`config.mk`:
```
export PLATFORM = sky130hd
export DESIGN_NAME = sorted_edge_source_grouper_unit
export DESIGN_NICKNAME = d
export VERILOG_FILES = /design/src/rtl/sesg_pkg.sv /design/src/rtl/sesg_track.sv /design/src/rtl/sesg_emit.sv /design/src/rtl/sorted_edge_source_grouper_unit.sv
export SDC_FILE = /design/constraint.sdc
export NUM_CORES = 2
export LEC_CHECK = 0
export ABC_AREA = 1
export CAP_MARGIN = 20
export CORE_UTILIZATION = 35
export DETAILED_ROUTE_END_ITERATION = 10
export DONT_BUFFER_PORTS = 1
export PLACE_DENSITY = 0.48
export RECOVER_POWER = 100
export REMOVE_ABC_BUFFERS = 1
export SYNTH_ARGS = -nofsm -noshare
export SYNTH_HDL_FRONTEND = slang
export SYNTH_SLANG_ARGS = --single-unit
```
`constraint.sdc`:
```
create_clock -name clock -period 10.25 [get_ports clock]
set_input_delay 1.5375 -clock clock [delete_from_list [all_inputs] [get_ports clock]]
set_output_delay 1.5375 -clock clock [all_outputs]
set_load 0.01 [all_outputs]
```
`src/rtl/sesg_pkg.sv`:
```
// Package for the sorted edge source grouper.
// Holds the item, result and register types, record codes and mask bit positions.
// No dependencies.
`timescale 1ns / 1ps
`default_nettype none

package sesg_pkg;

   localparam int unsigned MAX_EDGES = 65536;

   localparam int unsigned REQ_DATA_W = 288;
   localparam int unsigned RSP_DATA_W = 264;
   localparam int unsigned RSP_USER_W = 2;
   localparam int unsigned CSR_INDEX_W = 3;
   localparam int unsigned CSR_DATA_W = 64;

   // register indexes
   localparam logic [CSR_INDEX_W-1:0] REG_EDGE_TOTAL     = 3'd0;
   localparam logic [CSR_INDEX_W-1:0] REG_FORWARD_ID     = 3'd1;
   localparam logic [CSR_INDEX_W-1:0] REG_TRANSPOSE_ID   = 3'd2;
   localparam logic [CSR_INDEX_W-1:0] REG_PLACEMENT_ROOM = 3'd3;
   localparam logic [CSR_INDEX_W-1:0] REG_OWNER_ROOM     = 3'd4;

   // result kinds
   localparam logic [1:0] KIND_PLACE  = 2'd0;
   localparam logic [1:0] KIND_OWNER  = 2'd1;
   localparam logic [1:0] KIND_STATUS = 2'd2;

   // status codes
   localparam logic [2:0] ST_OK       = 3'd0;
   localparam logic [2:0] ST_BAD_ARG  = 3'd1;
   localparam logic [2:0] ST_BAD_ORD  = 3'd2;
   localparam logic [2:0] ST_DUP_ID   = 3'd3;
   localparam logic [2:0] ST_OVERFLOW = 3'd4;
   localparam logic [2:0] ST_CAPACITY = 3'd5;

   // bit positions in the pending-record mask, emitted lowest first
   localparam int unsigned MB_CLOSE  = 0;
   localparam int unsigned MB_PLACE  = 1;
   localparam int unsigned MB_FINAL  = 2;
   localparam int unsigned MB_STATUS = 3;
   localparam int unsigned MASK_W    = 4;

   typedef struct packed {
      logic [63:0] identity_ident;
      logic [63:0] dst_node;
      logic [63:0] src_node;
      logic [63:0] edge_ident;
      logic [15:0] identity_slot;
      logic [15:0] source_slot;
   } sesg_item_type;

   typedef struct packed {
      logic [3:0]  pad;
      logic [16:0] group_length;
      logic [15:0] group_begin;
      logic [15:0] out_position;
      logic [15:0] owner_number;
      logic [63:0] out_dest;
      logic [63:0] out_source;
      logic [63:0] out_edge;
      logic [2:0]  status;
   } sesg_rsp_type;

   typedef struct packed {
      logic [16:0] edge_total;
      logic [63:0] forward_id;
      logic [63:0] transpose_id;
      logic [16:0] placement_room;
      logic [16:0] owner_room;
   } sesg_cfg_type;

   // all records one item causes
   typedef struct packed {
      logic [MASK_W-1:0] mask;
      logic [2:0]        code;
      logic [63:0]       prev_src;
      logic [15:0]       prev_owner;
      logic [15:0]       prev_begin;
      logic [16:0]       prev_len;
      logic [63:0]       edge_id;
      logic [63:0]       src;
      logic [63:0]       dst;
      logic [15:0]       owner;
      logic [15:0]       pos;
      logic [15:0]       fin_begin;
      logic [16:0]       fin_len;
   } sesg_bundle_type;

endpackage

`default_nettype wire

```
`src/rtl/sesg_track.sv`:
```
// Order checker and run tracker: holds the previous edge, counters and error code,
// and builds the record bundle for the registered item. Depends on sesg_pkg.
`timescale 1ns / 1ps
`default_nettype none

module sesg_track (
   input  wire logic                     clock,
   input  wire logic                     reset,
   input  wire sesg_pkg::sesg_cfg_type   cfg,
   input  wire sesg_pkg::sesg_item_type  item,
   input  wire logic                     go,
   output sesg_pkg::sesg_bundle_type     bundle
);
   import sesg_pkg::*;

   logic [63:0] prev_source_ff, prev_source_in;
   logic [63:0] prev_dest_ff, prev_dest_in;
   logic [63:0] prev_edge_ff, prev_edge_in;
   logic [63:0] prev_identity_ff, prev_identity_in;
   logic [16:0] position_count_ff, position_count_in;
   logic [16:0] owner_tally_ff, owner_tally_in;
   logic [15:0] run_begin_ff, run_begin_in;
   logic [16:0] run_length_ff, run_length_in;
   logic [2:0]  error_code_ff, error_code_in;

   logic        cfg_bad;
   logic        past_end;
   logic        slot_bad;
   logic        zero_bad;
   logic        first;
   logic        less;
   logic        new_run;
   logic        fin;
   logic        cap_bad;
   logic        ok;
   logic [16:0] owners_after;
   logic [16:0] len_base;

   always_comb begin
      cfg_bad = (cfg.edge_total == '0)
         || (32'(cfg.edge_total) > 32'(MAX_EDGES))
         || (cfg.forward_id == '0) || (cfg.transpose_id == '0)
         || (cfg.forward_id == cfg.transpose_id);
      past_end = position_count_ff >= cfg.edge_total;
      slot_bad = ({1'b0, item.source_slot} >= cfg.edge_total)
         || ({1'b0, item.identity_slot} >= cfg.edge_total);
      zero_bad = (item.edge_ident == '0) || (item.src_node == '0)
         || (item.dst_node == '0);
      first = position_count_ff == '0;
      if (prev_source_ff != item.src_node) begin
         less = prev_source_ff < item.src_node;
      end else if (prev_dest_ff != item.dst_node) begin
         less = prev_dest_ff < item.dst_node;
      end else begin
         less = prev_edge_ff < item.edge_ident;
      end
      new_run = first || (prev_source_ff != item.src_node);
      fin = ({1'b0, position_count_ff} + 18'd1) == {1'b0, cfg.edge_total};
      owners_after = owner_tally_ff + {16'd0, new_run};
      cap_bad = (cfg.edge_total > cfg.placement_room) || (owners_after > cfg.owner_room);
      len_base = new_run ? 17'd0 : run_length_ff;

      bundle = '0;
      ok = 1'b0;
      if (error_code_ff != ST_OK) begin
         bundle.mask = '0;
      end else if (cfg_bad) begin
         bundle.mask[MB_STATUS] = 1'b1;
         bundle.code = ST_BAD_ARG;
      end else if (past_end) begin
         bundle.mask = '0;
      end else if (slot_bad) begin
         bundle.mask[MB_STATUS] = 1'b1;
         bundle.code = ST_BAD_ORD;
      end else if (zero_bad) begin
         bundle.mask[MB_STATUS] = 1'b1;
         bundle.code = ST_BAD_ARG;
      end else if (!first && !less) begin
         bundle.mask[MB_STATUS] = 1'b1;
         bundle.code = (prev_edge_ff == item.edge_ident) ? ST_DUP_ID : ST_BAD_ORD;
      end else if (!first && (prev_identity_ff >= item.identity_ident)) begin
         bundle.mask[MB_STATUS] = 1'b1;
         bundle.code = (prev_identity_ff == item.identity_ident) ? ST_DUP_ID : ST_BAD_ORD;
      end else if (fin && cap_bad) begin
         bundle.mask[MB_STATUS] = 1'b1;
         bundle.code = ST_CAPACITY;
      end else begin
         ok = 1'b1;
         bundle.mask[MB_CLOSE] = new_run && !first;
         bundle.mask[MB_PLACE] = 1'b1;
         bundle.mask[MB_FINAL] = fin;
      end
      bundle.prev_src   = prev_source_ff;
      bundle.prev_owner = 16'(owner_tally_ff - 17'd1);
      bundle.prev_begin = run_begin_ff;
      bundle.prev_len   = run_length_ff;
      bundle.edge_id    = item.edge_ident;
      bundle.src        = item.src_node;
      bundle.dst        = item.dst_node;
      bundle.owner      = 16'(owners_after - 17'd1);
      bundle.pos        = position_count_ff[15:0];
      bundle.fin_begin  = new_run ? position_count_ff[15:0] : run_begin_ff;
      bundle.fin_len    = len_base + 17'd1;
   end

   always_comb begin
      prev_source_in    = prev_source_ff;
      prev_dest_in      = prev_dest_ff;
      prev_edge_in      = prev_edge_ff;
      prev_identity_in  = prev_identity_ff;
      position_count_in = position_count_ff;
      owner_tally_in    = owner_tally_ff;
      run_begin_in      = run_begin_ff;
      run_length_in     = run_length_ff;
      error_code_in     = error_code_ff;
      if (go) begin
         if (bundle.mask[MB_STATUS]) begin
            error_code_in = bundle.code;
         end
         if (ok) begin
            prev_source_in    = item.src_node;
            prev_dest_in      = item.dst_node;
            prev_edge_in      = item.edge_ident;
            prev_identity_in  = item.identity_ident;
            position_count_in = position_count_ff + 17'd1;
            owner_tally_in    = owners_after;
            run_begin_in      = bundle.fin_begin;
            run_length_in     = bundle.fin_len;
         end
      end
   end

   always_ff @(posedge clock) begin
      if (reset) begin
         prev_source_ff    <= '0;
         prev_dest_ff      <= '0;
         prev_edge_ff      <= '0;
         prev_identity_ff  <= '0;
         position_count_ff <= '0;
         owner_tally_ff    <= '0;
         run_begin_ff      <= '0;
         run_length_ff     <= '0;
         error_code_ff     <= ST_OK;
      end else begin
         prev_source_ff    <= prev_source_in;
         prev_dest_ff      <= prev_dest_in;
         prev_edge_ff      <= prev_edge_in;
         prev_identity_ff  <= prev_identity_in;
         position_count_ff <= position_count_in;
         owner_tally_ff    <= owner_tally_in;
         run_begin_ff      <= run_begin_in;
         run_length_ff     <= run_length_in;
         error_code_ff     <= error_code_in;
      end
   end

endmodule

`default_nettype wire

```
`src/rtl/sesg_emit.sv`:
```
// Result register: holds one item's record bundle and sends its records one
// transfer at a time, lowest mask bit first. Depends on sesg_pkg.
`timescale 1ns / 1ps
`default_nettype none

module sesg_emit (
   input  wire logic                              clock,
   input  wire logic                              reset,
   input  wire sesg_pkg::sesg_bundle_type         bundle,
   input  wire logic                              load,
   output logic                                   free,
   output logic                                   rsp_tvalid,
   input  wire logic                              rsp_tready,
   output logic [sesg_pkg::RSP_DATA_W-1:0]        rsp_tdata,  // status, out_edge, out_source,
                                                              // out_dest, owner_number,
                                                              // out_position, group_begin,
                                                              // group_length
   output logic [sesg_pkg::RSP_USER_W-1:0]        rsp_tuser,  // kind
   output logic                                   rsp_tlast
);
   import sesg_pkg::*;

   logic [MASK_W-1:0] mask_ff, mask_in;
   sesg_bundle_type   data_ff, data_in;
   logic [MASK_W-1:0] lowest;
   logic [MASK_W-1:0] mask_after;
   logic              pop;
   sesg_rsp_type      rsp;

   always_comb begin
      lowest     = mask_ff & (~mask_ff + MASK_W'(1));
      mask_after = mask_ff & ~lowest;
      pop        = rsp_tvalid && rsp_tready;
      free       = (mask_ff == '0) || (pop && (mask_after == '0));
      mask_in    = pop ? mask_after : mask_ff;
      data_in    = data_ff;
      if (load) begin
         mask_in = bundle.mask;
         data_in = bundle;
      end
   end

   always_comb begin
      rsp       = '0;
      rsp_tuser = KIND_PLACE;
      rsp_tlast = 1'b0;
      if (lowest[MB_CLOSE]) begin
         rsp_tuser          = KIND_OWNER;
         rsp.out_source     = data_ff.prev_src;
         rsp.owner_number   = data_ff.prev_owner;
         rsp.group_begin    = data_ff.prev_begin;
         rsp.group_length   = data_ff.prev_len;
      end else if (lowest[MB_PLACE]) begin
         rsp_tuser          = KIND_PLACE;
         rsp.out_edge       = data_ff.edge_id;
         rsp.out_source     = data_ff.src;
         rsp.out_dest       = data_ff.dst;
         rsp.owner_number   = data_ff.owner;
         rsp.out_position   = data_ff.pos;
      end else if (lowest[MB_FINAL]) begin
         rsp_tuser          = KIND_OWNER;
         rsp_tlast          = 1'b1;
         rsp.out_source     = data_ff.src;
         rsp.owner_number   = data_ff.owner;
         rsp.group_begin    = data_ff.fin_begin;
         rsp.group_length   = data_ff.fin_len;
      end else if (lowest[MB_STATUS]) begin
         rsp_tuser          = KIND_STATUS;
         rsp_tlast          = 1'b1;
         rsp.status         = data_ff.code;
      end
      rsp_tvalid = mask_ff != '0;
      rsp_tdata  = rsp;
   end

   always_ff @(posedge clock) begin
      if (reset) begin
         mask_ff <= '0;
      end else begin
         mask_ff <= mask_in;
      end
      data_ff <= data_in;
   end

endmodule

`default_nettype wire

```
`src/rtl/sorted_edge_source_grouper_unit.sv`:
```
// Top level of the sorted edge source grouper: register port, input register,
// tracker and result register. Depends on sesg_pkg, sesg_track, sesg_emit.
//
//  port group | dir | payload                                       | transfer
//  req_       | in  | tdata: item fields, 288 bits                  | tvalid & tready
//  rsp_       | out | tdata: record fields; tuser: kind; tlast: last | tvalid & tready
//  csr_       | in  | csr_index, csr_wdata (64 bits)                | csr_we
//
// An item is checked from the input register after its transfer, and its records
// land in the result register. A new item is taken every cycle while each item
// yields one record and rsp_ does not stall; an item with two or three records
// holds the input until the single result register, draining one record a cycle,
// sends its last. Synchronous active-high reset clears counters and error; registers
// return to their defaults. Stalls on rsp_ back up into req_tready with no loss.
`timescale 1ns / 1ps
`default_nettype none

module sorted_edge_source_grouper_unit (
   input  wire logic                                 clock,
   input  wire logic                                 reset,
   input  wire logic                                 req_tvalid,
   output logic                                      req_tready,
   input  wire logic [sesg_pkg::REQ_DATA_W-1:0]      req_tdata,  // source_slot, identity_slot,
                                                                 // edge_ident, src_node,
                                                                 // dst_node, identity_ident
   output logic                                      rsp_tvalid,
   input  wire logic                                 rsp_tready,
   output logic [sesg_pkg::RSP_DATA_W-1:0]           rsp_tdata,  // status, out_edge, out_source,
                                                                 // out_dest, owner_number,
                                                                 // out_position, group_begin,
                                                                 // group_length
   output logic [sesg_pkg::RSP_USER_W-1:0]           rsp_tuser,  // kind
   output logic                                      rsp_tlast,
   input  wire logic                                 csr_we,
   input  wire logic [sesg_pkg::CSR_INDEX_W-1:0]     csr_index,
   input  wire logic [sesg_pkg::CSR_DATA_W-1:0]      csr_wdata
);
   import sesg_pkg::*;

   sesg_cfg_type    cfg_ff, cfg_in;
   logic            in_valid_ff, in_valid_in;
   sesg_item_type   item_ff, item_in;
   sesg_bundle_type bundle;
   logic            emit_free;
   logic            go;

   always_comb begin
      cfg_in = cfg_ff;
      if (csr_we) begin
         case (csr_index)
            REG_EDGE_TOTAL:     cfg_in.edge_total     = csr_wdata[16:0];
            REG_FORWARD_ID:     cfg_in.forward_id     = csr_wdata;
            REG_TRANSPOSE_ID:   cfg_in.transpose_id   = csr_wdata;
            REG_PLACEMENT_ROOM: cfg_in.placement_room = csr_wdata[16:0];
            REG_OWNER_ROOM:     cfg_in.owner_room     = csr_wdata[16:0];
            default:            cfg_in = cfg_ff;
         endcase
      end
   end

   always_comb begin
      go          = in_valid_ff && emit_free;
      req_tready  = !in_valid_ff || go;
      in_valid_in = in_valid_ff && !go;
      item_in     = item_ff;
      if (req_tvalid && req_tready) begin
         in_valid_in = 1'b1;
         item_in     = sesg_item_type'(req_tdata);
      end
   end

   always_ff @(posedge clock) begin
      if (reset) begin
         cfg_ff.edge_total     <= 17'd1;
         cfg_ff.forward_id     <= '0;
         cfg_ff.transpose_id   <= '0;
         cfg_ff.placement_room <= 17'd65536;
         cfg_ff.owner_room     <= 17'd65536;
         in_valid_ff           <= 1'b0;
      end else begin
         cfg_ff      <= cfg_in;
         in_valid_ff <= in_valid_in;
      end
      item_ff <= item_in;
   end

   sesg_track u_track (
      .clock  (clock),
      .reset  (reset),
      .cfg    (cfg_ff),
      .item   (item_ff),
      .go     (go),
      .bundle (bundle)
   );

   sesg_emit u_emit (
      .clock      (clock),
      .reset      (reset),
      .bundle     (bundle),
      .load       (go),
      .free       (emit_free),
      .rsp_tvalid (rsp_tvalid),
      .rsp_tready (rsp_tready),
      .rsp_tdata  (rsp_tdata),
      .rsp_tuser  (rsp_tuser),
      .rsp_tlast  (rsp_tlast)
   );

   a_silent_after_status: assert property (@(posedge clock) disable iff (reset)
      (rsp_tvalid && rsp_tready && rsp_tuser == KIND_STATUS) |=> !rsp_tvalid)
      else $error("result sent after status");

   a_last_kind: assert property (@(posedge clock) disable iff (reset)
      (rsp_tvalid && rsp_tlast) |-> (rsp_tuser == KIND_OWNER || rsp_tuser == KIND_STATUS))
      else $error("last on placement record");

   a_status_last: assert property (@(posedge clock) disable iff (reset)
      (rsp_tvalid && rsp_tuser == KIND_STATUS) |-> rsp_tlast)
      else $error("status record without last");

endmodule

`default_nettype wire

```
==> impl_metrics.yaml <==
clocking:
  cts_tree: "built"
  cts_sinks: 1171
  insertion_delay_ns: 0.76
  cts_setup_buffers: 0
  path_clk_slew_ns: 0.05
  htree_levels: 4
  cts_max_path_buffers: 3
  hold_buffers: 0
  cts-root-buf: "clkbuf_16"
  cts_buffers: 138
  cts_resized: 0
die:
  die_h_um: 390
  io_pins: 629
  start_util: 0.352
  die_w_um: 390
  num_rows: 142
  dieArea_um2: 152000
  core_um2: 150000
status:
  outcome: "complete, but fails checks"
  violations: "max-capacitance violations, max-slew violations"
power_and_ir_drop:
  switching_share: 0.310
  p_switching_mw: 4.16
  p_comb_frac: 0.178
  powerDensity_nw_per_um2: 228
  p_clk_frac: 0.363
  ir_drop_mv: 0.178
  leakagePower_nw: 24.7
  p_seq_frac: 0.460
  internal-power_mw: 9.25
synth:
  synthXorXnorAreaFrac: 0.0128
  synthArstFlopShare: 0
  synth-edff-count: 661
  avgSynthCellArea_um2: 9.60
  syn_area_um2: 52800
  ys_ff_latch: 1171
  yosysMostFrequentCell: "inv_1"
  synth-main-ff-cell: "edfxtp_1"
  synth_fa_ha_area_frac: 0.0820
  synth.top_cell.area_share: 0.376
  synthTopCellsByCount: "714 x inv_1, 693 x nand2_1, 661 x edfxtp_1, 589 x nor2_1, 584 x a21oi_1"
  yosys.area.top_type: "edfxtp_1"
  yosysWarnings: 0
  synth.distinct_cells: 50
  synth_compound_area_frac: 0.128
  postSynthCellCount: 5497
  synthMuxAreaShare: 0
  synth_top_family_by_area: "simple AND/OR/NAND/NOR gates"
  synth-simple-area-share: 0.134
  yosysSeqAreaShare: 0.569
  netlist_top_cells_area: "edfxtp_1 38%, dfxtp_1 19%, ha_1 8.2%"
detailed_routing:
  routed_wl_mm: 148
  vias_per_cell: 4.91
  ant_nets: 0
  wl_per_cell_um: 19.5
  first_iter_violations: 2180
  drc_errors: 0
  vias: 37300
  firstDrtPassIters: 5
sta:
  finalClockSkew_ns: 0.0274
  setup_violations: 0
  max_freq_mhz: 115
  period_needed_ns: 8.72
  worst_pin_slew_ns: 6.93
  max-slew-margin-rel: -3.62
  hold_viol_final: 0
  slew_viol_final: 783
  setup_tns_ns: 0
  rsz0062_at_grt: "false"
  timing.final.crit_share: 0.851
cells_and_area:
  fin_nets: 6161
  nFillCells: 14800
  fin_area_um2: 58900
  area_growth_pct: 11.5
  final_cells: 7589
  drive_gt1_frac: 0.0480
critical_path:
  required_ns: 8.71
  cp_max_fo: 63
  cp_top_family: "buffers and inverters"
  slowest_delay_ns: 2.17
  slowest_stage: "dfxtp_1"
  path_buf_inv: 2
  worstPathArrival_ns: 7.18
  crit_chain: "inv_4 > o21ai_4 > clkbuf_1 > o21ai_0"
  end_kind: "output pin"
  startpoint_type: "register"
  critPathKind: "register to output pin"
place:
  gp_congestion: 0.852
  port-buffer-count: 0
  hpwl_mm: 103
  detailed_place.area_um2: 54500
  placed_cells: 7329
global_route:
  grt_pass1_vias: 35400
  grt_pass1_wl_mm: 222
  antenna_found_initial: 36
  overflow: 0
  grt_usage: 0.190
  grt_max_degree: 352
min_path:
  hold_class: "register to register"
flow_run:
  max_cap_viol_count: 10
[worst register-to-register path: cells and delay by family, from the launching register on]
kind | cells | cell delay, ns
compound gates | 1 | 0.19
buf+inv | 6 | 5.18
flops | 1 | 2.17
simple gates | 5 | 0.59
[layer usage]
| metal | track usage | share of wire |
|---|---|---|
| met5 | 0 | 0.0015 |
| met1 | 0.249 | 0.44 |
| met3 | 0.0538 | 0.070 |
| met4 | 0.0504 | 0.023 |
| met2 | 0.305 | 0.46 |
[cell type report]
type	count	area, µm²	area share
Antenna cell	5	12.5	0.000213
Timing Repair Buffer	35	230	0.00391
Clock inverter	65	594	0.0101
Tap cell	2016	2520	0.0428
Sequential cell	1171	30100	0.511
Multi-Input combinational cell	3390	18800	0.320
Inverter	719	2750	0.0467
Clock buffer	188	3880	0.0659
[metrics by stage]
step	hold slack, ns	utilization	total power [mW]	setup slack, ns
floorplan	0.408	-	7.92	-3.24
global placement	0.414	0.364	8.68	2.52
detailed placement	0.417	0.364	8.70	2.40
CTS	0.431	0.394	13.6	2.33
global route	0.438	0.393	14.1	0.846
finish	0.430	0.393	13.4	1.53
[cell families (layout without fill, tap and decap cells)]
| group | count (synthesis) | in the layout |
|---|---|---|
| AO/OA/AOI/OAI | 1310 | 1310 |
| XOR/XNOR | 77 | 77 |
| adder cells (fa/ha/maj) | 346 | 346 |
| buffers and inverters | 939 | 1007 |
| flip-flops | 1171 | 1171 |
| other | 1 | 9 |
| AND/OR/NAND/NOR | 1653 | 1653 |
[cell usage in the layout (no fill, tap or decap), drive strengths merged, types with 96 or more instances in the layout]
cell type,instances
o21ai,655
nor2,599
nand4,96
dfxtp,510
a21oi,588
edfxtp,661
ha,346
inv,724
clkbuf,208
nand3,112
nand2,700
[registers in the layout (all words and copies together), names as in the netlist]
name,cells
u_track.error_code_ff,3
u_emit.data_ff,373
u_track.position_count_ff,17
u_track.prev_source_ff,64
item_ff,288
u_track.prev_edge_ff,64
u_track.owner_tally_ff,17
u_emit.mask_ff,4
u_track.prev_dest_ff,64
u_track.prev_identity_ff,64
in_valid_ff,1
u_track.run_length_ff,17
cfg_ff,179
u_track.run_begin_ff,16
[path summary, 6_finish.rpt]
check / start / to / slack, ns / cells past startpoint
max: u_emit.mask_ff[0]$_SDFFE_PP0P_ / rsp_tdata[202] / 1.53 / 4
min reg2reg: u_track.run_length_ff[4]$_SDFFE_PP0P_ / u_emit.data_ff[261]$_DFFE_PP_ / 0.43 / 0
max reg2reg: u_emit.mask_ff[0]$_SDFFE_PP0P_ / item_ff[144]$_DFFE_PP_ / 1.60 / 12
min: u_track.run_length_ff[4]$_SDFFE_PP0P_ / u_emit.data_ff[261]$_DFFE_PP_ / 0.43 / 0
[power groups by stage]
stage | clock [mW] | combinational, mW | sequential, mW
2_1_floorplan | 0 | 1.62 | 6.30
3_3_place_gp | 0 | 2.44 | 6.23
3_5_place_dp | 0 | 2.46 | 6.24
4_1_cts | 5.00 | 2.47 | 6.15
5_1_grt | 5.17 | 2.70 | 6.24
6_report | 4.86 | 2.38 | 6.16
No activity file was read; power rests on OpenSTA's default activity.
